===== src/hdl/ltn_pkg.sv =====
`timescale 1ns / 1ps
package ltn_pkg;

  // Subtag buffer depth
  localparam int SUB_MAX = 8;

  // Separators and the private-use singleton
  localparam logic [7:0] CH_DASH  = 8'h2d;
  localparam logic [7:0] CH_UNDER = 8'h5f;
  localparam logic [7:0] CH_X     = 8'h78;

  // Status codes of the final item
  localparam logic [3:0] ST_OK            = 4'd0;
  localparam logic [3:0] ST_EMPTY         = 4'd1;
  localparam logic [3:0] ST_TOO_LONG      = 4'd2;
  localparam logic [3:0] ST_BAD_CHAR      = 4'd3;
  localparam logic [3:0] ST_EMPTY_SUBTAG  = 4'd4;
  localparam logic [3:0] ST_SUBTAG_LONG   = 4'd5;
  localparam logic [3:0] ST_BARE_PRIVATE  = 4'd6;
  localparam logic [3:0] ST_BAD_LANGUAGE  = 4'd7;
  localparam logic [3:0] ST_NO_VALUE      = 4'd8;
  localparam logic [3:0] ST_DUP_SINGLETON = 4'd9;
  localparam logic [3:0] ST_ORDER         = 4'd11;
  localparam logic [3:0] ST_DUP_VARIANT   = 4'd12;
  localparam logic [3:0] ST_VARIANT_FULL  = 4'd13;

  typedef enum logic [1:0] {
    MODE_LOWER,
    MODE_TITLE,
    MODE_UPPER
  } case_mode_t;

  typedef struct packed {
    logic [7:0] byte_value;
    logic       no_byte;
    logic       end_of_tag;
  } item_t;

  typedef struct packed {
    logic [7:0] char_value;
    logic       has_char;
    logic       is_last;
    logic [3:0] status;
    logic [7:0] error_offset;
  } result_t;

  // One classified subtag (and/or the end status) handed to the back part
  typedef struct packed {
    logic [SUB_MAX-1:0][7:0] chars;
    logic [3:0]              len;
    case_mode_t              mode;
    logic                    emit;
    logic                    dash;
    logic                    last;
    logic [3:0]              status;
    logic [7:0]              offset;
  } job_t;

  function automatic logic is_alpha(input logic [7:0] c);
    return (c >= 8'h41 && c <= 8'h5a) || (c >= 8'h61 && c <= 8'h7a);
  endfunction

  function automatic logic is_digit(input logic [7:0] c);
    return c >= 8'h30 && c <= 8'h39;
  endfunction

  function automatic logic [7:0] to_lower(input logic [7:0] c);
    return (c >= 8'h41 && c <= 8'h5a) ? c + 8'd32 : c;
  endfunction

  function automatic logic [7:0] to_upper(input logic [7:0] c);
    return (c >= 8'h61 && c <= 8'h7a) ? c - 8'd32 : c;
  endfunction

endpackage


===== src/hdl/ltn_front.sv =====
`timescale 1ns / 1ps
module ltn_front #(
  parameter int MAX_TAG_BYTES = 255,
  parameter int VARIANT_SLOTS = 8
) (
  input  logic             clk,
  input  logic             rst,
  input  logic             accept,
  input  ltn_pkg::item_t   item,
  output logic             job_push,
  output ltn_pkg::job_t    job
);
  import ltn_pkg::*;

  localparam int TLW = $clog2(MAX_TAG_BYTES + 2);
  localparam int VCW = $clog2(VARIANT_SLOTS + 1);
  localparam int VIW = (VARIANT_SLOTS > 1) ? $clog2(VARIANT_SLOTS) : 1;
  localparam logic [TLW-1:0] MAX_TL = TLW'(MAX_TAG_BYTES);

  // Parse flag bits
  localparam int FL_SCRIPT  = 0;
  localparam int FL_REGION  = 1;
  localparam int FL_VARIANT = 2;
  localparam int FL_EXT     = 3;
  localparam int FL_PRIV    = 4;
  localparam int FL_NEED    = 5;
  localparam int FL_PFRONT  = 6;

  // Tag state
  logic [7:0]     sub_buf [SUB_MAX];
  logic [3:0]     sub_len;
  logic [TLW-1:0] tag_len;
  logic [7:0]     sub_start;
  logic [7:0]     ordinal;
  logic [6:0]     flags;
  logic [1:0]     ext_cnt;
  logic [35:0]    smask;
  logic [63:0]    vstore [VARIANT_SLOTS];
  logic [VCW-1:0] vcount;
  logic           lex_v;
  logic [3:0]     lex_code;
  logic [7:0]     lex_off;
  logic [3:0]     struct_err;

  // Working values
  logic           has_byte, is_sep, in_range;
  logic [7:0]     idx8, close_off;
  logic [TLW-1:0] tag_len_a;
  logic [7:0]     sbuf_a [SUB_MAX];
  logic [3:0]     len_a;
  logic           lexv_a, lexv_c;
  logic [3:0]     lexc_a, lexc_c;
  logic [7:0]     lexo_a, lexo_c;
  logic           sep_close, end_close, do_close, cls_en;
  logic           letters_only, all_digit, vmatch, vwr;
  logic [63:0]    key;
  logic [7:0]     b0, lb0;
  logic [5:0]     sidx;
  case_mode_t     mode;
  logic [6:0]     flags_c;
  logic [1:0]     ext_c;
  logic [35:0]    smask_c;
  logic [VCW-1:0] vcount_c;
  logic [3:0]     struct_c;
  logic [7:0]     ordinal_c;
  logic           emit;
  logic [3:0]     st;
  logic [7:0]     st_off;

  // Append, close and classify for one item
  always_comb begin
    has_byte  = !item.no_byte;
    is_sep    = item.byte_value == CH_DASH || item.byte_value == CH_UNDER;
    in_range  = has_byte && (tag_len < MAX_TL);
    idx8      = 8'(tag_len);
    tag_len_a = tag_len;
    if (has_byte) begin
      tag_len_a = in_range ? tag_len + TLW'(1) : MAX_TL + TLW'(1);
    end

    // byte append with the bad-character check
    sbuf_a = sub_buf;
    len_a  = sub_len;
    lexv_a = lex_v;
    lexc_a = lex_code;
    lexo_a = lex_off;
    if (in_range && !is_sep) begin
      if (!lex_v && !is_alpha(item.byte_value) && !is_digit(item.byte_value)) begin
        lexv_a = 1'b1;
        lexc_a = ST_BAD_CHAR;
        lexo_a = idx8;
      end
      if (sub_len < 4'd8) sbuf_a[sub_len[2:0]] = item.byte_value;
      if (sub_len <= 4'd8) len_a = sub_len + 4'd1;
    end

    // subtag close and its length checks
    sep_close = in_range && is_sep;
    end_close = item.end_of_tag && !sep_close && tag_len_a != '0 && tag_len_a <= MAX_TL;
    do_close  = sep_close || end_close;
    close_off = sep_close ? idx8 : 8'(tag_len_a);
    lexv_c = lexv_a;
    lexc_c = lexc_a;
    lexo_c = lexo_a;
    if (do_close && !lexv_a) begin
      if (len_a == 4'd0) begin
        lexv_c = 1'b1;
        lexc_c = ST_EMPTY_SUBTAG;
        lexo_c = close_off;
      end else if (len_a > 4'd8) begin
        lexv_c = 1'b1;
        lexc_c = ST_SUBTAG_LONG;
        lexo_c = sub_start;
      end
    end
    cls_en = do_close && !lexv_c && struct_err == 4'd0;

    // subtag shape and variant key
    letters_only = 1'b1;
    all_digit    = 1'b1;
    for (int i = 0; i < SUB_MAX; i++) begin
      if (4'(i) < len_a) begin
        if (!is_alpha(sbuf_a[i])) letters_only = 1'b0;
        if (!is_digit(sbuf_a[i])) all_digit = 1'b0;
        key[8*i +: 8] = to_lower(sbuf_a[i]);
      end else begin
        key[8*i +: 8] = 8'h00;
      end
    end
    vmatch = 1'b0;
    for (int j = 0; j < VARIANT_SLOTS; j++) begin
      if (VCW'(j) < vcount && vstore[j] == key) vmatch = 1'b1;
    end
    b0   = sbuf_a[0];
    lb0  = to_lower(b0);
    sidx = is_digit(b0) ? 6'(b0 - 8'd48) : 6'(lb0 - 8'd87);

    // classification
    mode     = MODE_LOWER;
    flags_c  = flags;
    ext_c    = ext_cnt;
    smask_c  = smask;
    vcount_c = vcount;
    struct_c = struct_err;
    vwr      = 1'b0;
    if (cls_en) begin
      if (ordinal == 8'd0) begin
        if (len_a == 4'd1 && lb0 == CH_X) begin
          flags_c[FL_PFRONT] = 1'b1;
          flags_c[FL_PRIV]   = 1'b1;
        end else if (!(len_a >= 4'd2 && letters_only)) begin
          struct_c = ST_BAD_LANGUAGE;
        end
      end else if (flags[FL_PFRONT]) begin
        mode = MODE_LOWER;
      end else if (len_a == 4'd1) begin
        if (flags[FL_PRIV]) begin
          flags_c[FL_NEED] = 1'b0;
        end else if (flags[FL_NEED]) begin
          struct_c = ST_NO_VALUE;
        end else if (smask[sidx]) begin
          struct_c = ST_DUP_SINGLETON;
        end else begin
          smask_c[sidx] = 1'b1;
          if (lb0 == CH_X) begin
            flags_c[FL_PRIV] = 1'b1;
            flags_c[FL_EXT]  = 1'b0;
          end else begin
            flags_c[FL_EXT] = 1'b1;
          end
          flags_c[FL_NEED] = 1'b1;
        end
      end else if (flags[FL_EXT] || flags[FL_PRIV]) begin
        flags_c[FL_NEED] = 1'b0;
      end else if (len_a == 4'd3 && letters_only && ext_cnt < 2'd3 &&
                   !(flags[FL_SCRIPT] || flags[FL_REGION] || flags[FL_VARIANT])) begin
        ext_c = ext_cnt + 2'd1;
      end else if (len_a == 4'd4 && letters_only &&
                   !(flags[FL_SCRIPT] || flags[FL_REGION] || flags[FL_VARIANT])) begin
        flags_c[FL_SCRIPT] = 1'b1;
        mode = MODE_TITLE;
      end else if (len_a == 4'd2 && letters_only &&
                   !(flags[FL_REGION] || flags[FL_VARIANT])) begin
        flags_c[FL_REGION] = 1'b1;
        mode = MODE_UPPER;
      end else if (len_a == 4'd3 && all_digit && !(flags[FL_REGION] || flags[FL_VARIANT])) begin
        flags_c[FL_REGION] = 1'b1;
      end else if (len_a >= 4'd5 || (len_a == 4'd4 && is_digit(b0))) begin
        if (vmatch) begin
          struct_c = ST_DUP_VARIANT;
        end else if (vcount >= VCW'(VARIANT_SLOTS)) begin
          struct_c = ST_VARIANT_FULL;
        end else begin
          vwr = 1'b1;
          vcount_c = vcount + VCW'(1);
          flags_c[FL_VARIANT] = 1'b1;
        end
      end else begin
        struct_c = ST_ORDER;
      end
    end
    ordinal_c = (do_close && ordinal != 8'd255) ? ordinal + 8'd1 : ordinal;

    // end-of-tag status
    st     = ST_OK;
    st_off = 8'd0;
    if (tag_len_a == '0) begin
      st = ST_EMPTY;
    end else if (tag_len_a > MAX_TL) begin
      st = ST_TOO_LONG;
    end else if (lexv_c) begin
      st     = lexc_c;
      st_off = lexo_c;
    end else if (sep_close) begin
      st     = ST_EMPTY_SUBTAG;
      st_off = 8'(tag_len_a);
    end else if (struct_c != 4'd0) begin
      st = struct_c;
    end else if (flags_c[FL_PFRONT] && ordinal_c == 8'd1) begin
      st = ST_BARE_PRIVATE;
    end else if (flags_c[FL_NEED]) begin
      st = ST_NO_VALUE;
    end

    // job for the back part
    emit = do_close && !lexv_c && !(sep_close && item.end_of_tag);
    for (int k = 0; k < SUB_MAX; k++) job.chars[k] = sbuf_a[k];
    job.len    = len_a;
    job.mode   = mode;
    job.emit   = emit;
    job.dash   = emit && sep_close;
    job.last   = item.end_of_tag;
    job.status = item.end_of_tag ? st : ST_OK;
    job.offset = item.end_of_tag ? st_off : 8'd0;
    job_push   = accept && (item.end_of_tag || emit);
  end

  // Control state
  always_ff @(posedge clk) begin
    if (rst || (accept && item.end_of_tag)) begin
      sub_len    <= 4'd0;
      tag_len    <= '0;
      sub_start  <= 8'd0;
      ordinal    <= 8'd0;
      flags      <= '0;
      ext_cnt    <= 2'd0;
      smask      <= '0;
      vcount     <= '0;
      lex_v      <= 1'b0;
      lex_code   <= 4'd0;
      lex_off    <= 8'd0;
      struct_err <= 4'd0;
    end else if (accept) begin
      sub_len    <= do_close ? 4'd0 : len_a;
      tag_len    <= tag_len_a;
      sub_start  <= do_close ? close_off + 8'd1 : sub_start;
      ordinal    <= ordinal_c;
      flags      <= flags_c;
      ext_cnt    <= ext_c;
      smask      <= smask_c;
      vcount     <= vcount_c;
      lex_v      <= lexv_c;
      lex_code   <= lexc_c;
      lex_off    <= lexo_c;
      struct_err <= struct_c;
    end
  end

  // Subtag buffer and variant store
  always_ff @(posedge clk) begin
    if (accept) begin
      for (int k = 0; k < SUB_MAX; k++) sub_buf[k] <= sbuf_a[k];
      if (vwr) vstore[vcount[VIW-1:0]] <= key;
    end
  end

endmodule


===== src/hdl/ltn_jobq.sv =====
`timescale 1ns / 1ps
module ltn_jobq (
  input  logic          clk,
  input  logic          rst,
  input  logic          wr,
  input  ltn_pkg::job_t wdata,
  output logic          full,
  input  logic          rd,
  output ltn_pkg::job_t rdata,
  output logic          valid
);
  import ltn_pkg::*;

  job_t       mem [2];
  logic       wp, rp;
  logic [1:0] cnt;

  assign full  = cnt == 2'd2;
  assign valid = cnt != 2'd0;
  assign rdata = mem[rp];

  // Pointers and fill count
  always_ff @(posedge clk) begin
    if (rst) begin
      wp  <= 1'b0;
      rp  <= 1'b0;
      cnt <= 2'd0;
    end else begin
      if (wr) wp <= ~wp;
      if (rd) rp <= ~rp;
      cnt <= cnt + 2'(wr) - 2'(rd);
    end
  end

  // Storage
  always_ff @(posedge clk) begin
    if (wr) mem[wp] <= wdata;
  end

endmodule


===== src/hdl/ltn_back.sv =====
`timescale 1ns / 1ps
module ltn_back (
  input  logic             clk,
  input  logic             rst,
  input  logic             job_valid,
  input  ltn_pkg::job_t    job,
  output logic             job_pop,
  input  logic             taken,
  output logic             out_valid,
  output ltn_pkg::result_t result
);
  import ltn_pkg::*;

  logic [3:0] pos, nchar, total;
  logic [7:0] c;
  logic       load;
  result_t    res;

  // Sequence the characters, dash and status of the head job
  always_comb begin
    nchar = job.emit ? job.len : 4'd0;
    total = nchar + 4'(job.dash) + 4'(job.last);
    c     = job.chars[pos[2:0]];
    res   = '0;
    if (pos < nchar) begin
      res.has_char = 1'b1;
      if (job.mode == MODE_UPPER || (job.mode == MODE_TITLE && pos == 4'd0)) begin
        res.char_value = to_upper(c);
      end else begin
        res.char_value = to_lower(c);
      end
    end else if (pos == nchar && job.dash) begin
      res.has_char   = 1'b1;
      res.char_value = CH_DASH;
    end else begin
      res.is_last      = 1'b1;
      res.status       = job.status;
      res.error_offset = job.offset;
    end
    load    = job_valid && (!out_valid || taken);
    job_pop = load && (pos + 4'd1 == total);
  end

  // Output register
  always_ff @(posedge clk) begin
    if (rst) begin
      out_valid <= 1'b0;
      pos       <= 4'd0;
    end else if (load) begin
      out_valid <= 1'b1;
      pos       <= job_pop ? 4'd0 : pos + 4'd1;
    end else if (taken) begin
      out_valid <= 1'b0;
    end
  end

  always_ff @(posedge clk) begin
    if (load) result <= res;
  end

endmodule


===== src/hdl/language_tag_normalizer.sv =====
`timescale 1ns / 1ps
// Language tag case normalizer. Bytes of a tag go in one per transfer; each subtag is checked
// and classified when its separator (or the tag end) arrives and comes out in canonical case,
// one character per result, followed by '-' if a separator closed it, and every tag ends with
// one status result. The input side takes one byte per clock while its two-entry job queue has
// room; the output side delivers one result per clock while results are popped, each character
// and dash of a subtag and the tag end taking a result of its own. The back part's single
// output register sets the sustained rate.
module language_tag_normalizer #(
  parameter int MAX_TAG_BYTES = 255,
  parameter int VARIANT_SLOTS = 8
) (
  input  logic             clk,
  input  logic             rst,
  input  logic             push,
  output logic             full,
  input  ltn_pkg::item_t   item,
  output logic             empty,
  input  logic             pop,
  output ltn_pkg::result_t result
);
  import ltn_pkg::*;

  logic job_push, job_pop, job_valid, out_valid, accept;
  job_t job_in, job_out;

  assign accept = push && !full;
  assign empty  = !out_valid;

  // Front: buffering and classification
  ltn_front #(
    .MAX_TAG_BYTES(MAX_TAG_BYTES),
    .VARIANT_SLOTS(VARIANT_SLOTS)
  ) u_front (
    .clk     (clk),
    .rst     (rst),
    .accept  (accept),
    .item    (item),
    .job_push(job_push),
    .job     (job_in)
  );

  // Job queue between the two parts
  ltn_jobq u_jobq (
    .clk  (clk),
    .rst  (rst),
    .wr   (job_push),
    .wdata(job_in),
    .full (full),
    .rd   (job_pop),
    .rdata(job_out),
    .valid(job_valid)
  );

  // Back: result emission
  ltn_back u_back (
    .clk      (clk),
    .rst      (rst),
    .job_valid(job_valid),
    .job      (job_out),
    .job_pop  (job_pop),
    .taken    (pop && out_valid),
    .out_valid(out_valid),
    .result   (result)
  );

endmodule


===== config.mk =====
export PLATFORM = sky130hd
export DESIGN_NAME = language_tag_normalizer
export DESIGN_NICKNAME = d
export VERILOG_FILES = /design/src/hdl/ltn_pkg.sv /design/src/hdl/ltn_front.sv /design/src/hdl/ltn_jobq.sv /design/src/hdl/ltn_back.sv /design/src/hdl/language_tag_normalizer.sv
export SDC_FILE = /design/constraint.sdc
export NUM_CORES = 1
export LEC_CHECK = 0
export BUFFER_PORTS_ARGS = -buffer_cell sky130_fd_sc_hd__clkbuf_2
export CORE_ASPECT_RATIO = 2
export CORE_MARGIN = 5
export CORE_UTILIZATION = 40
export CTS_BUF_LIST = sky130_fd_sc_hd__clkbuf_4
export CTS_CLUSTER_SIZE = 14
export DETAILED_ROUTE_END_ITERATION = 12
export GPL_TIMING_DRIVEN = 0
export PLACE_DENSITY = 0.56
export SLEW_MARGIN = 20
export SYNTH_ARGS = -nofsm -noshare
export SYNTH_HDL_FRONTEND = slang
export SYNTH_SLANG_ARGS = --single-unit
export TNS_END_PERCENT = 50

===== constraint.sdc =====
create_clock -name clk -period 43.2 [get_ports clk]
set_clock_uncertainty 0.1 [all_clocks]
set_input_delay 6.48 -clock clk [delete_from_list [all_inputs] [get_ports clk]]
set_output_delay 6.48 -clock clk [all_outputs]
set_load 0.005 [all_outputs]

==> impl_metrics.yaml, run 1 <==
status:
  status: "stopped before the end"
  lastStage: "5_1_grt"
  error: "[ERROR GRT-0116] Global routing finished with congestion. Check the congestion regions in the DRC Viewer."
die:
  die_x_um: 245
  start_util: 0.403
  rows: 172
  die_h_um: 481
  io_pins: 38
placed_design:
  io_buffers: 33
  gp_congestion: 1.19
  place_hpwl_um: 249000
cts:
  cts_resized: 0
  post-cts-setup-buffers: 0
  clock-sinks: 873
  hold_buffers: 0
  numCtsBuffers: 203
  cts_buffer_depth: 3
  ctsRootBufferMaster: "clkbuf_4"
  htreeDepth: 4
global_route:
  grt_pass1_wl_um: 518000
  first_global_vias: 49081
  grt_max_degree: 59
  grt_overflow: 365
  track_usage: 0.638
synth:
  ys_ff_latch: 873
  synth_edf_count: 768
  ys_warn_count: 0
  yosysSeqAreaShare: 0.568
  syn-num-nets: 3851
  async_reset_ff_frac: 0
  ys_types: 114
  synth_ff_type: "edfxtp_1"
  syn_inst: 3791
  synth.avg_cell_area_sq_um: 11.7
  synth_area_sq_um: 44300
## through the flow
step | hold slack, ps | utilization | worst slack [ps] | instances | cell area, sq um
2_1_floorplan | 335 | - | 24890 | 3791 | 44300
3_3_place_gp | 342 | 0.421 | 13770 | 5303 | 46300
3_5_place_dp | 349 | 0.440 | 24410 | 5428 | 48400
4_1_cts | 359 | 0.463 | 25670 | 5793 | 51000
## layer usage
layer,global-route usage,GRT overflow
met5,0.105,0
met4,0.672,191
met3,0.418,4
met2,0.849,170
met1,0.627,0
## synthesized netlist by cell type, types with 15 or more instances
master	count	area, sq um
a2111oi_0	15	131
a211oi_1	31	233
a21oi_1	177	886
a221oi_1	48	420
a222oi_1	23	230
a22o_1	31	272
a22oi_1	78	586
a31oi_1	42	263
a32oi_1	20	175
and3_1	36	225
buf_1	16	60.1
buf_2	56	280
clkbuf_1	111	417
dfxtp_1	105	2100
edfxtp_1	768	23100
ha_1	45	563
inv_1	167	627
mux2i_1	99	991
mux4_2	40	901
nand2_1	208	781
nand2b_1	18	113
nand3_1	80	400
nand4_1	63	394
nor2_1	298	1120
nor3_1	128	641
nor4_1	71	444
nor4b_1	17	149
o2111ai_1	17	149
o211ai_1	33	248
o21ai_0	165	826
o221ai_1	39	342
o22ai_1	99	619
o31ai_1	20	150
o32ai_1	20	175
or3_1	34	213
or4_1	19	143
xnor2_1	134	1170
xor2_1	70	613
## cells by family after synthesis
group	count (synthesis)	share of synthesized area
multiplexers	163	0.0505
adder cells (fa/ha/maj)	46	0.0132
AO/OA/AOI/OAI	1044	0.167
buffers and inverters	379	0.0356
XOR/XNOR	204	0.0403
flip-flops	873	0.568
AND/OR/NAND/NOR	1082	0.125
==> run 2, diff against run 1 <==
Settings changed: CORE_ASPECT_RATIO 2 to unset, CORE_UTILIZATION 40 to 25, CTS_BUF_LIST sky130_fd_sc_hd__clkbuf_4 to unset, CTS_CLUSTER_SIZE 14 to unset, PLACE_DENSITY 0.56 to unset, PLACE_DENSITY_LB_ADDON set to 0.15.
==> run 2 against run 1 <==
Net effect: area after synthesis unchanged; the flow now finishes without violations; synthesized cell count stayed put.
==> impl_metrics.yaml, run 2 <==
setup_path:
  regToRegSetupSlack_ps: 31100
  r2r_start: "u_front.sub_len[0]$_SDFFE_PP0P_"
  critical_path.max_stage_delay_ps: 570
  critPathMaxFanout: 14
  cp_common_cell: "buf_2"
  reg2reg_depth: 29
  critical_path_required_ps: 43540
  cp.arrival_ps: 17940
  endpoint: "u_front.vstore[1][41]$_DFFE_PP_"
  cp-end-kind: "flop"
  cp_slowest_cell: "buf_2"
  crit_start: "item[2]"
  startpoint_type: "input port"
  criticalPathCategory: "input port to flop"
  r2r_end: "u_front.vstore[1][41]$_DFFE_PP_"
die:
  io_pins: 38
  die_x_um: 431
  rows: 154
  dieArea_sq_um: 186000
  coreArea_sq_um: 176000
  start_util: 0.251
  die_h_um: 431
placed_design:
  place_hpwl_um: 209000
  io_buffers: 33
  gp_congestion: 1.09
  dpl.cell_count: 6273
  preCtsSetupSlack_ps: 24940
synth:
  ys_types: 114
  syn_inst: 3791
  yosysSeqAreaShare: 0.568
  ys_ff_latch: 873
  synth_common_cells: "edfxtp_1, nor2_1, nand2_1"
  synth_ff_type: "edfxtp_1"
  synth_edf_count: 768
  syn-num-nets: 3851
  ys_warn_count: 0
  yosysMostFrequentCell: "edfxtp_1"
  synth_area_sq_um: 44300
  async_reset_ff_frac: 0
  post-synth-top-area-cell: "edfxtp_1"
  yosys-top-cells-area: "edfxtp_1, dfxtp_1, xnor2_1"
  synth.avg_cell_area_sq_um: 11.7
  synth_top_cell_area_share: 0.520
final_layout:
  drive_gt1_frac: 0.146
  nFillCells: 18092
  regArea_sq_um: 25200
  fin_util: 0.297
  syn_to_final_growth_pct: 18.3
  final_nets: 4100
  layout_common_cells: "edfxtp_1, nor2_1, nand2_1"
  mostFrequentLayoutCell: "edfxtp_1"
  multi_input_area_sq_um: 18000
  largest_reg_flops: 512
  fin_cells: 6483
cts:
  hold_buffers: 0
  ctsRootBufferMaster: "clkbuf_16"
  cts_resized: 0
  cts_buffer_depth: 3
  post-cts-setup-buffers: 0
  clkSlewWorstSetupHoldPaths_ps: 60
  clk_latency_ps: 780
  clock-sinks: 873
  cts_tree: "yes"
  numCtsBuffers: 104
  htreeDepth: 3
global_route:
  grt_overflow: 0
  track_usage: 0.277
  grt_max_degree: 50
  use_met2: 0.402
  grt_busiest_layer: "met2"
  grt_pass1_wl_um: 347000
  antenna_found_initial: 35
  met1_usage: 0.361
  use_met3: 0.0698
  first_global_vias: 36195
power_and_ir_drop:
  switching_share: 0.346
  internal_power_mw: 1.69
  seqPwrFrac: 0.399
  clockPowerShare: 0.350
  p_comb_frac: 0.251
  finalPower_mw: 2.58
  p_leak_nw: 18.2
  ir_worst_vdd_mv: 0.0323
  cellPowerDensity_nw_per_um2: 49.3
  p_sw_mw: 0.894
detailed_routing:
  routed_wl_um: 267000
  antenna_left: 0
  vias: 38969
  drtIter0Drc: 6008
  dr.pass1.iters: 8
  avgRoutedWirePerCell_um: 41.2
  via_per_inst: 6.01
  drc: 0
timing:
  final_hold_viol_count: 0
  finalCritPeriodShare: 0.407
  setup_viol: 0
  worst_slew_pin_slew_ps: 1300
  max_slew_margin: 0.111
  maxClockFrequency_mhz: 56.8
  rsz0062_at_grt: "no"
  maxSlewViolCount: 0
  setup_slack_ps: 25600
  layout_min_cycle_time_ps: 17600
  setup_tns_ps: 0
status:
  status: "complete, no violations"
min_path:
  hold_class: "flop to flop"
flow_run:
  drv_cap: 0
## run 2: cell counts after synthesis
No cell type changed its count.
## run 2: worst max-delay path, delay by kind of cell
kind,cells,cell delay (ps)
buffers and inverters,18,4880
and+or+nand+nor,9,3540
AOI/OAI and AO/OA,6,1710
muxes,2,630
adders and majority gates,1,390
xor gates and xnor gates,1,180
## run 2: logic make-up after synthesis
logic type | synth area share
simple gates | 0.125
compound gates | 0.167
flops | 0.568
fa+ha+maj | 0.0132
mux | 0.0505
buf+inv | 0.0356
xor+xnor | 0.0403
## run 2: worst min path at each step
stage,startpoint,cells after the start,slack [ps],end
global placement,u_front.lex_off[7]$_SDFFE_PP0P_,2,350,u_front.lex_off[7]$_SDFFE_PP0P_
detailed placement,u_front.lex_off[5]$_SDFFE_PP0P_,2,350,u_front.lex_off[5]$_SDFFE_PP0P_
floorplan,u_front.flags[2]$_SDFFE_PP0P_,2,330,u_front.flags[2]$_SDFFE_PP0P_
finish,u_front.lex_off[5]$_SDFFE_PP0P_,2,360,u_front.lex_off[5]$_SDFFE_PP0P_
global route,u_front.lex_off[7]$_SDFFE_PP0P_,2,380,u_front.lex_off[7]$_SDFFE_PP0P_
CTS,u_front.lex_off[5]$_SDFFE_PP0P_,2,360,u_front.lex_off[5]$_SDFFE_PP0P_
## run 2: power by group through the flow
stage	Combinational [mW]	Clock, mW	Sequential [mW]
floorplan	0.311	0	1.03
global placement	0.596	0	1.05
detailed placement	0.620	0	1.05
CTS	0.622	0.924	1.03
global route	0.660	0.959	1.04
finish	0.647	0.904	1.03
## run 2: layout make-up
class,instances,area share
Sequential cell,873,0.480
Multi-Input combinational cell,2539,0.344
Tap cell,2340,0.0559
Clock buffer,130,0.0532
Timing Repair Buffer,143,0.0234
Buffer,201,0.0179
Inverter,178,0.0127
Clock inverter,61,0.0123
Antenna cell,18,0.000859
## run 2: metal layers
metal	vias to the layer above	routed length, um
met3	882	25400
met2	2783	110000
met4	10	23900
met1	19802	108000
met5	-	136
li1	15492	-
## run 2: metrics by stage
step / hold slack, ps / instance area [sq um]
finish: 357 / 52400
global route: 383 / 52400
CTS: 359 / 52300
detailed placement: 350 / 48900
global placement: 346 / 47400
floorplan: 335 / 44300
Power figures use the tool's default switching activity.
